`src/hw/rtl/amt_pkg.sv`:
```
// amt_pkg: shared widths, phase codes and item types for the motion trigger
// used by every module under hw/rtl; depends on nothing
`timescale 1ns / 1ps

package amt_pkg;

  localparam int SAMPLE_W    = 10;   // raw accelerometer sample
  localparam int SUM_W       = 14;   // per-axis window sum, holds 16 samples
  localparam int THR_W       = 9;    // trigger threshold register
  localparam int THR_RESET   = 26;   // about 0.2 g at 7.8 mg per lsb
  localparam int WINDOW_DEF  = 10;   // samples per window
  localparam int WINDOW_MAX  = 16;
  localparam int IN_TDATA_W  = 32;
  localparam int OUT_TDATA_W = 8;
  localparam int AXES        = 3;

  // result bit positions inside m_axis_tdata
  localparam int OUT_PHASE_LSB = 0;
  localparam int OUT_DONE_BIT  = 2;
  localparam int OUT_ALARM_BIT = 3;
  localparam int OUT_MASK_LSB  = 4;

  typedef enum logic [1:0] {
    PHASE_BASE  = 2'd0,
    PHASE_MON   = 2'd1,
    PHASE_ALARM = 2'd2
  } phase_t;

  typedef struct packed {
    logic signed [SAMPLE_W-1:0] accel_z;
    logic signed [SAMPLE_W-1:0] accel_y;
    logic signed [SAMPLE_W-1:0] accel_x;
  } sample_t;

  typedef struct packed {
    logic [AXES-1:0] axis_mask;
    logic            alarm;
    logic            window_done;
    phase_t          phase;
  } result_t;

endpackage

```
`src/hw/rtl/accel_motion_trigger.sv`:
```
// accel_motion_trigger: top level of the baseline window motion trigger
// depends on amt_pkg, amt_in_reg and amt_axis_cmp
`timescale 1ns / 1ps

// usage
//   s_axis carries one three-axis sample per item; m_axis returns one result
//   item for every sample, in order. the first WINDOW samples are summed per
//   axis into a baseline; every later window of WINDOW samples is summed and
//   compared axis by axis. an axis fires on a strict sign flip of the sums or
//   when the magnitudes differ by more than trigger_threshold * WINDOW. any
//   firing axis latches the alarm; from then on samples are answered with
//   phase 2 and nothing else until reset.
//   cfg_we / cfg_wdata write trigger_threshold; the product with WINDOW is
//   kept in a register, so a write takes effect from the next cycle.
// path and throughput
//   a sample lands in the input register at the accepting edge, and the
//   result register loads once free or draining; one item per cycle while
//   m_axis does not stall, set by the single accumulate and compare pass.
// reset and stall
//   rst clears phase, count, sums and both valid flags, and loads threshold
//   26. a stalled m_axis holds its result; one more sample waits in the
//   input register, then s_axis_tready drops.
module accel_motion_trigger
  import amt_pkg::*;
#(
  parameter int WINDOW = WINDOW_DEF
) (
  input  logic                   clk,
  input  logic                   rst,
  // sample items
  input  logic                   s_axis_tvalid,
  output logic                   s_axis_tready,
  input  logic [IN_TDATA_W-1:0]  s_axis_tdata,   // accel_x[9:0], accel_y[19:10], accel_z[29:20]
  // result items
  output logic                   m_axis_tvalid,
  input  logic                   m_axis_tready,
  output logic [OUT_TDATA_W-1:0] m_axis_tdata,   // phase[1:0], window_done[2], alarm[3], axis_mask[6:4]
  // threshold register
  input  logic                   cfg_we,
  input  logic [THR_W-1:0]       cfg_wdata
);

  localparam int CNT_W = $clog2(WINDOW + 1);   // holds WINDOW after increment
  localparam int LIM_W = THR_W + CNT_W;        // threshold * WINDOW

  // input register
  sample_t in_sample, held_sample;
  logic    held_valid, take;

  assign in_sample = sample_t'(s_axis_tdata[3*SAMPLE_W-1:0]);

  amt_in_reg u_in_reg (
    .clk         (clk),
    .rst         (rst),
    .in_valid    (s_axis_tvalid),
    .in_ready    (s_axis_tready),
    .in_sample   (in_sample),
    .held_valid  (held_valid),
    .held_sample (held_sample),
    .take        (take)
  );

  // state
  phase_t                   phase, phase_next;
  logic [CNT_W-1:0]         sample_count, count_inc;
  logic signed [SUM_W-1:0]  window_sum   [AXES];
  logic signed [SUM_W-1:0]  baseline_sum [AXES];
  logic signed [SUM_W-1:0]  sum_next     [AXES];
  logic [SAMPLE_W-1:0]      axis_sample  [AXES];
  logic [LIM_W-1:0]         limit;
  logic [AXES-1:0]          trig;
  logic                     done;

  // result register
  logic    out_valid;
  result_t out_result, result_next;

  // a held sample moves on whenever the result register is free or draining
  assign take = held_valid && (!out_valid || m_axis_tready);

  // threshold kept pre-scaled by the window length
  always_ff @(posedge clk) begin
    if (rst) begin
      limit <= LIM_W'(LIM_W'(THR_RESET) * LIM_W'(WINDOW));
    end else if (cfg_we) begin
      limit <= LIM_W'(LIM_W'(cfg_wdata) * LIM_W'(WINDOW));
    end
  end

  assign axis_sample[0] = held_sample.accel_x;
  assign axis_sample[1] = held_sample.accel_y;
  assign axis_sample[2] = held_sample.accel_z;

  // accumulate this sample and test each axis against the baseline
  for (genvar a = 0; a < AXES; a++) begin : g_axis
    assign sum_next[a] = window_sum[a]
                       + {{(SUM_W-SAMPLE_W){axis_sample[a][SAMPLE_W-1]}}, axis_sample[a]};

    amt_axis_cmp #(
      .LIM_W (LIM_W)
    ) u_cmp (
      .base_sum (baseline_sum[a]),
      .cur_sum  (sum_next[a]),
      .limit    (limit),
      .trig     (trig[a])
    );
  end

  assign count_inc = sample_count + CNT_W'(1);
  assign done      = (count_inc == CNT_W'(WINDOW));

  // phase next state
  always_comb begin
    phase_next = phase;
    unique case (phase)
      PHASE_BASE: begin
        if (done) begin
          phase_next = PHASE_MON;
        end
      end
      PHASE_MON: begin
        if (done && (trig != '0)) begin
          phase_next = PHASE_ALARM;
        end
      end
      PHASE_ALARM: begin
        phase_next = PHASE_ALARM;
      end
      default: begin
        phase_next = phase;
      end
    endcase
  end

  // result fields for the held sample
  always_comb begin
    result_next             = '0;
    result_next.phase       = phase_next;
    unique case (phase)
      PHASE_BASE: begin
        result_next.window_done = done;
      end
      PHASE_MON: begin
        result_next.window_done = done;
        result_next.alarm       = done && (trig != '0);
        result_next.axis_mask   = done ? trig : '0;
      end
      PHASE_ALARM: begin
        // latched: samples are ignored
        result_next.window_done = 1'b0;
      end
      default: begin
        result_next.window_done = 1'b0;
      end
    endcase
  end

  always_ff @(posedge clk) begin
    if (rst) begin
      phase        <= PHASE_BASE;
      sample_count <= '0;
    end else if (take && (phase != PHASE_ALARM)) begin
      phase        <= phase_next;
      sample_count <= done ? '0 : count_inc;
    end
  end

  always_ff @(posedge clk) begin
    if (rst) begin
      for (int a = 0; a < AXES; a++) begin
        window_sum[a]   <= '0;
        baseline_sum[a] <= '0;
      end
    end else if (take && (phase != PHASE_ALARM)) begin
      for (int a = 0; a < AXES; a++) begin
        window_sum[a] <= done ? '0 : sum_next[a];
        if (done && (phase == PHASE_BASE)) begin
          baseline_sum[a] <= sum_next[a];
        end
      end
    end
  end

  always_ff @(posedge clk) begin
    if (rst) begin
      out_valid <= 1'b0;
    end else if (take) begin
      out_valid <= 1'b1;
    end else if (m_axis_tready) begin
      out_valid <= 1'b0;
    end
  end

  always_ff @(posedge clk) begin
    if (take) begin
      out_result <= result_next;
    end
  end

  assign m_axis_tvalid = out_valid;
  assign m_axis_tdata  = {1'b0, out_result};

endmodule

```
`src/hw/rtl/amt_in_reg.sv`:
```
// amt_in_reg: input register of the motion trigger, one sample deep
// depends on amt_pkg for the sample type
`timescale 1ns / 1ps

module amt_in_reg
  import amt_pkg::*;
(
  input  logic    clk,
  input  logic    rst,
  input  logic    in_valid,
  output logic    in_ready,
  input  sample_t in_sample,
  output logic    held_valid,
  output sample_t held_sample,
  input  logic    take
);

  logic held_valid_next;

  // refill in the same cycle the held sample moves on
  assign in_ready = !held_valid || take;

  always_comb begin
    held_valid_next = held_valid;
    if (in_valid && in_ready) begin
      held_valid_next = 1'b1;
    end else if (take) begin
      held_valid_next = 1'b0;
    end
  end

  always_ff @(posedge clk) begin
    if (rst) begin
      held_valid <= 1'b0;
    end else begin
      held_valid <= held_valid_next;
    end
  end

  always_ff @(posedge clk) begin
    if (in_valid && in_ready) begin
      held_sample <= in_sample;
    end
  end

endmodule

```
`src/hw/rtl/amt_axis_cmp.sv`:
```
// amt_axis_cmp: trigger test of one axis, window sum against baseline sum
// depends on amt_pkg for the sum width
`timescale 1ns / 1ps

module amt_axis_cmp
  import amt_pkg::*;
#(
  parameter int LIM_W = 13
) (
  input  logic signed [SUM_W-1:0] base_sum,
  input  logic signed [SUM_W-1:0] cur_sum,
  input  logic        [LIM_W-1:0] limit,
  output logic                    trig
);

  localparam int CMP_W = (SUM_W + 1 > LIM_W) ? SUM_W + 1 : LIM_W;

  logic              base_neg, base_pos, cur_neg, cur_pos;
  logic [SUM_W-1:0]  base_abs, cur_abs;
  logic [SUM_W:0]    diff, diff_abs;
  logic              flip;

  assign base_neg = base_sum[SUM_W-1];
  assign cur_neg  = cur_sum[SUM_W-1];
  assign base_pos = !base_neg && (base_sum != '0);
  assign cur_pos  = !cur_neg && (cur_sum != '0);

  // zero counts as neither sign
  assign flip = (base_neg && cur_pos) || (base_pos && cur_neg);

  // magnitudes as unsigned, so the most negative sum still fits
  assign base_abs = base_neg ? SUM_W'(-base_sum) : SUM_W'(base_sum);
  assign cur_abs  = cur_neg  ? SUM_W'(-cur_sum)  : SUM_W'(cur_sum);

  assign diff     = {1'b0, base_abs} - {1'b0, cur_abs};
  assign diff_abs = diff[SUM_W] ? (SUM_W+1)'(-diff) : diff;

  assign trig = flip || (CMP_W'(diff_abs) > CMP_W'(limit));

endmodule

```
`config.mk`:
```
export PLATFORM = sky130hd
export DESIGN_NAME = accel_motion_trigger
export DESIGN_NICKNAME = d
export VERILOG_FILES = /design/src/hw/rtl/amt_pkg.sv /design/src/hw/rtl/accel_motion_trigger.sv /design/src/hw/rtl/amt_in_reg.sv /design/src/hw/rtl/amt_axis_cmp.sv
export SDC_FILE = /design/constraint.sdc
export NUM_CORES = 1
export LEC_CHECK = 0
export BUFFER_PORTS_ARGS = -buffer_cell sky130_fd_sc_hd__buf_4
export CAP_MARGIN = 20
export CORE_MARGIN = 2
export CORE_UTILIZATION = 45
export DETAILED_ROUTE_END_ITERATION = 10
export PLACE_DENSITY = 0.65
export SETUP_SLACK_MARGIN = 0.4
export SKIP_CTS_REPAIR_TIMING = 1
export SYNTH_ARGS = -nofsm -noshare
export SYNTH_HDL_FRONTEND = slang
export SYNTH_SLANG_ARGS = --single-unit
```
`constraint.sdc`:
```
create_clock -name clk -period 15.2 [get_ports clk]
set_input_delay 4.56 -clock clk [delete_from_list [all_inputs] [get_ports clk]]
set_output_delay 4.56 -clock clk [all_outputs]
set_load 0.01 [all_outputs]
```
# After elaboration in Yosys (flattened, before gate mapping)
# Memory sizes are Yosys's and may differ from the RTL's.
# Index checks and enable logic that the tools add are counted.
dict set report classes {
  order_cmp 3
  reduce_logical 45
  n_mux 35
  shifts 0
  bitwise_logic 6
  div_mod_pow 0
  n_mul 1
  eq_ne 4
  n_addsub 16
}
# op count
set op_table {}
lappend op_table {{14-bit 2-to-1 mux} 15}
lappend op_table {{14-bit negator} 6}
lappend op_table {{14-bit nonzero test} 6}
lappend op_table {{15-bit by 13-bit greater-than comparator with 1-bit output} 3}
lappend op_table {{15-bit 2-to-1 mux} 3}
lappend op_table {{15-bit negator} 3}
lappend op_table {{14-bit by 14-bit subtractor with 15-bit output} 3}
lappend op_table {{14-bit adder} 3}
lappend op_table {{1-bit logical AND} 17}
lappend op_table {{1-bit 2-to-1 mux} 13}
lappend op_table {{9-bit by 3-bit multiplier with 12-bit output (second input constant)} 1}
lappend op_table {{1-bit logical NOT} 8}
lappend op_table {{1-bit logical OR} 8}
lappend op_table {{1-bit bitwise OR} 6}
lappend op_table {{2-bit one-hot mux with 3 select lines} 1}
lappend op_table {{4-bit by 1-bit adder with 4-bit output (second input constant)} 1}
lappend op_table {{4-bit == test (second input constant)} 1}
lappend op_table {{2-bit 2-to-1 mux} 2}
lappend op_table {{4-bit 2-to-1 mux} 1}
lappend op_table {{2-bit nonzero test} 2}
lappend op_table {{3-bit nonzero test} 1}
lappend op_table {{2-bit by 1-bit == test with 1-bit output (second input constant)} 1}
lappend op_table {{2-bit == test (second input constant)} 1}
lappend op_table {{2-bit logical NOT} 1}
lappend op_table {{other kinds (3)} 3}
dict set report word_totals {
  register_bits 57
  mem_bits_ro 0
  input_bits 46
  ramBits 84
  latch_bits 0
  elab_cells 124
  n_memories 2
  output_inout_bits 10
}
# name words width read_ports rd_clocked_by_memory_dff wr line_no
set memory_table {}
lappend memory_table {baseline_sum 3 14 3 0 3 accel_motion_trigger.sv:67} ;# logic signed [SUM_W-1:0] baseline_sum [AXES];
lappend memory_table {window_sum 3 14 3 0 3 accel_motion_trigger.sv:66} ;# logic signed [SUM_W-1:0] window_sum [AXES];

# Longest topological paths before layout
# An unclocked memory read counts as a cell.
dict set report depth {
  depth_word 13
  mapped_depth 31
  mapped_depth_nobuf 30
}

# Cells and area by module
# A second synthesis with hierarchy kept.
dict set report unflattened {
  hier_cells 1466
  hier_area_um2 13132.6
}
# mod area_per_inst_um2 n_inst seq_area_each_um2 cells_each
set by_module_without_submodules {}
lappend by_module_without_submodules {accel_motion_trigger 6356.1 1 3113.0 615}
lappend by_module_without_submodules {{amt_axis_cmp (g_axis[1].u_cmp ...)} 1945.6 2 0.0 276}
lappend by_module_without_submodules {{amt_axis_cmp (g_axis[0].u_cmp)} 1929.4 1 0.0 264}
lappend by_module_without_submodules {amt_in_reg 955.9 1 920.9 35}

# Worst setup path after synthesis
# No wires, ideal clock.
dict set report synth_timing {
  path_type {input port to output port}
  startpoint {input port m_axis_tready}
  endpoint {output port s_axis_tready}
  stages 2
  arrival_time_ps 4857
  required_time_ps 10640
  path_buffers 0
  slack_ps 5783
  path_cell_list {nor2b_1 nand2_1}
}
dict set report synth_via {
  elab_chain_cells 3
}
# item line_no
set synth_rtl {}
lappend synth_rtl {{start, declared} accel_motion_trigger.sv:36} ;# input logic m_axis_tready,
lappend synth_rtl {{1-bit logical OR} accel_motion_trigger.sv:79} ;# assign take = held_valid && (!out_valid || m_axis_tready);
lappend synth_rtl {{1-bit logical AND} accel_motion_trigger.sv:79}
lappend synth_rtl {{1-bit logical OR} amt_in_reg.sv:21} ;# assign in_ready = !held_valid || take;
lappend synth_rtl {{end, declared} accel_motion_trigger.sv:32} ;# output logic s_axis_tready,
# Every way passes these cells.

# Final worst setup path
# Ends and elaborated chain as after synthesis.

==> impl_summary.md <==
Outcome
The flow ran to the end, and the final reports show no timing, DRC or antenna violations.

Worst hold path
The tightest min-delay check is of the reg -> reg type.

Global routing
The global-route wire length before repair is 45.69 mm. The sum of overflow across all layers after global routing is 0. The number of global-route vias before repair was 9663. The number of antenna violations at the first check in global routing came to 0.

In the global route stage, overall resource usage came out at 0.1926. Entering global routing, the biggest net connects 47 pins.

Setup path
STA puts the critical path data arrival time at 5.26 ns. STA classifies the critical path endpoint as an output pin. The required time of the worst setup path is ~11 ns. Of all nets on the critical path, the largest fanout is 4. The critical path is of the in -> out type. The kind of launch point of the worst setup path is a primary input.

Drt
After detailed routing, the total wire length is about 27 mm. The via density per instance is 5.527. The DRC violation total after the first TritonRoute iteration is about 510. The wire length per cell after detailed routing is approximately 15 um. The count of vias placed by the detailed router is around 10k. For this run, design rule violations remaining after detail routing come to 0. The count of nets left with antenna violations once routing finished came out at 0. The first detailed-routing pass took 5 iterations.

Placement
The total placed cells including tap cells is 1779. The count of buffers from port buffering is 52. The placed wire-length estimate after detailed placement is 21.07 mm. Routability-driven placement finished with a final weighted congestion of approximately 0.84.

Flow run
Across the run, the number of max-cap violations was 0.

Yosys
A synthesized cell averages a little over 9 um^2. The parity-gate share of the synthesized area counting xor and xnor cells is 0.1186. The most instantiated flip-flop cell in the synthesis netlist is edfxtp_1.

After synthesis, the largest family of logic cells by area is compound AO/OA/AOI/OAI gates. Of the total synthesized cell area, the portion taken by AND, OR, NAND and NOR gates is 0.1774. The count of warnings emitted by yosys is 0. In this run, distinct cell masters in the synthesized netlist total 79. edfxtp_1 takes more of the synthesized area than any other cell.

Counting flops with an async set or reset pin after synthesis yields a share of 0. The post-synthesis net count is roughly 1.6k. Measured against the total synthesized area, the mux share comes to 0.01206.

The compound-gate portion of the synthesized area came to 0.1859. Yosys mapped a number of flops with a built-in enable equal to around 120. The post-synthesis sequential area ratio is 0.3214. The top-area cell type share of the netlist area is 0.2895. By area the synthesized netlist is led by edfxtp_1, ha_1, xnor2_1. The register bit count reported by yosys is about 140. The post-synthesis cell count is 1375. The adder and majority cell fraction of the synthesized area is 0.1547.

Summing every instance area after synthesis gives approximately 13000 um^2.

Floorplanning
56 I/O pins were placed. The floorplan step defined a core boundary enclosing roughly 28000 um^2. The initialized floorplan defines between 60 and 70 standard-cell rows. The die is about 170 um tall. The overall die width is 171.0 um. The die covers between 20000 and 30000 um^2. For this configuration, the core starts out at a cell density of 0.4543.

Clock tree
The total CTS buffers is 17. The clock passes through at most 2 buffers. Clock-pin slew was measured on the worst setup and hold paths at 0.07 ns. The clock latency of the later-clocked register in the worst-skew pair is between 0.4 and 0.5 ns.

CTS saw between 100 and 150 sinks. The number of H-tree levels is 4. The root buffer cell chosen for the clock tree is clkbuf_16. TritonCTS built the clock tree.

Cells and area
Once layout is complete, the utilization of the core stands at 0.5043. The top cell types in the final layout, fill and taps aside, are nor2_1, ha_1, edfxtp_1. The repair_antennas step left the layout with diodes totalling 0. The total number of nets in the final design is ~1.6k. The area growth from synthesis to layout is 11.03%.

Leaving out fill and tap cells, the most frequent cell in the layout is nor2_1. The number of standard cells in the final layout excluding fillers is 1811. The share of layout cells above drive strength 1 is 0.08234.

STA
The number of hold violations in the final report is 0. Setup repair after global routing left no endpoint under its margin. In this run the tightest slew margin relative to its limit is 0.3160.

The number of endpoints failing setup at the final stage is 0. Summed over all failing endpoints, the final setup total negative slack is 0 ns. The final critical-path required period is slightly below 10 ns.

For this run, the top clock speed supported by timing is roughly 0.10 GHz. Hold is met by around 0.48 ns. The transition time at the pin with the least slew margin is roughly 1 ns. The number of slew-limit violations in the final report is 0.

Between clock sinks in the finished design, the worst skew comes to 0.01217 ns. The portion of the clock cycle consumed by the worst path in the final layout is 0.6463.

Power
In this run the power density over the cells is 181.0 nW/um^2. The worst IR drop on VDD is approximately 0.083 mV. The design draws around 2.5 mW. The cell leakage power is around 5.7 nW.
[final cells by class]
| type | count | area, um^2 |
|---|---|---|
| Clock buffer | 17 | 425.4 |
| Clock inverter | 14 | 157.7 |
| Fill cell | 2587 | 13690 |
| Inverter | 65 | 244.0 |
| Multi-Input combinational cell | 1136 | 8150 |
| Sequential cell | 141 | 4034 |
| Tap cell | 378 | 473.0 |
| Timing Repair Buffer | 60 | 450.4 |
[final timing paths]
path	start	endpoint	slack, ns	cells after the start
worst max-delay path	m_axis_tready	s_axis_tready	5.38	4
worst min-delay path	limit[12]	limit[12]	0.48	2
worst max register to register	u_in_reg.held_sample[21]	m_axis_tdata[1]	7.11	30
worst min register to register	limit[12]	limit[12]	0.48	2
[cells by family (layout without fill, tap and decap cells)]
| kind of cell | Yosys count | count (layout) |
|---|---|---|
| multiplexers | 15 | 15 |
| other | 1 | 1 |
| AO/OA/AOI/OAI | 354 | 354 |
| AND/OR/NAND/NOR | 445 | 445 |
| adder cells (fa/ha/maj) | 151 | 151 |
| flip-flops | 141 | 141 |
| buffers and inverters | 98 | 156 |
| XOR/XNOR | 170 | 170 |
[power breakdown]
part           switching, mW  total, mW  internal (mW)
logic                  0.933       1.65          0.712
clock network          0.176      0.420          0.243
registers             0.0124      0.457          0.444
[routing by layer]
| layer | track usage | vias up | wire, um |
|---|---|---|---|
| met5 | 0 | - | 0 |
| met4 | 0.05306 | 0 | 349 |
| met3 | 0.02845 | 27 | 760 |
| met2 | 0.3093 | 148 | 12180 |
| met1 | 0.2702 | 4667 | 13920 |
| li1 | - | 5168 | - |
[cell usage after synthesis (all sizes together), types with 12 or more instances]
cell / count
xnor2: 109
nor2: 169
or2: 12
inv: 65
edfxtp: 121
a21oi: 94
a211oi: 18
o21a: 17
nor3: 19
nor2b: 26
nand2b: 20
a21o: 28
mux2i: 14
ha: 144
o31ai: 17
o211ai: 15
o21ai: 70
xor2: 61
nand3: 30
clkbuf: 31
a31oi: 23
and3: 18
dfxtp: 20
nand4: 18
nand2: 66
[per-stage QoR]
step | setup WS (ns) | instance area, um^2
floorplan | 5.783 | 12550
global placement | 5.323 | 13340
detailed placement | 5.347 | 13340
CTS | 5.341 | 13930
global route | 5.252 | 13930
finish | 5.376 | 13930
[state kept, by name (all words and copies together), names as in the netlist]
signal                flops
u_in_reg.held_sample     30
baseline_sum             42
window_sum               42
u_in_reg.held_valid       1
limit                    12
phase                     2
m_axis_tvalid             1
sample_count              4
m_axis_tdata              7
[critical path, cell delays in order]
cell and delay (ns):
buf_4 0.11, nor2b_1 0.26, nand2_1 0.16, buf_4 0.17
(Power assumes the default switching activity.)
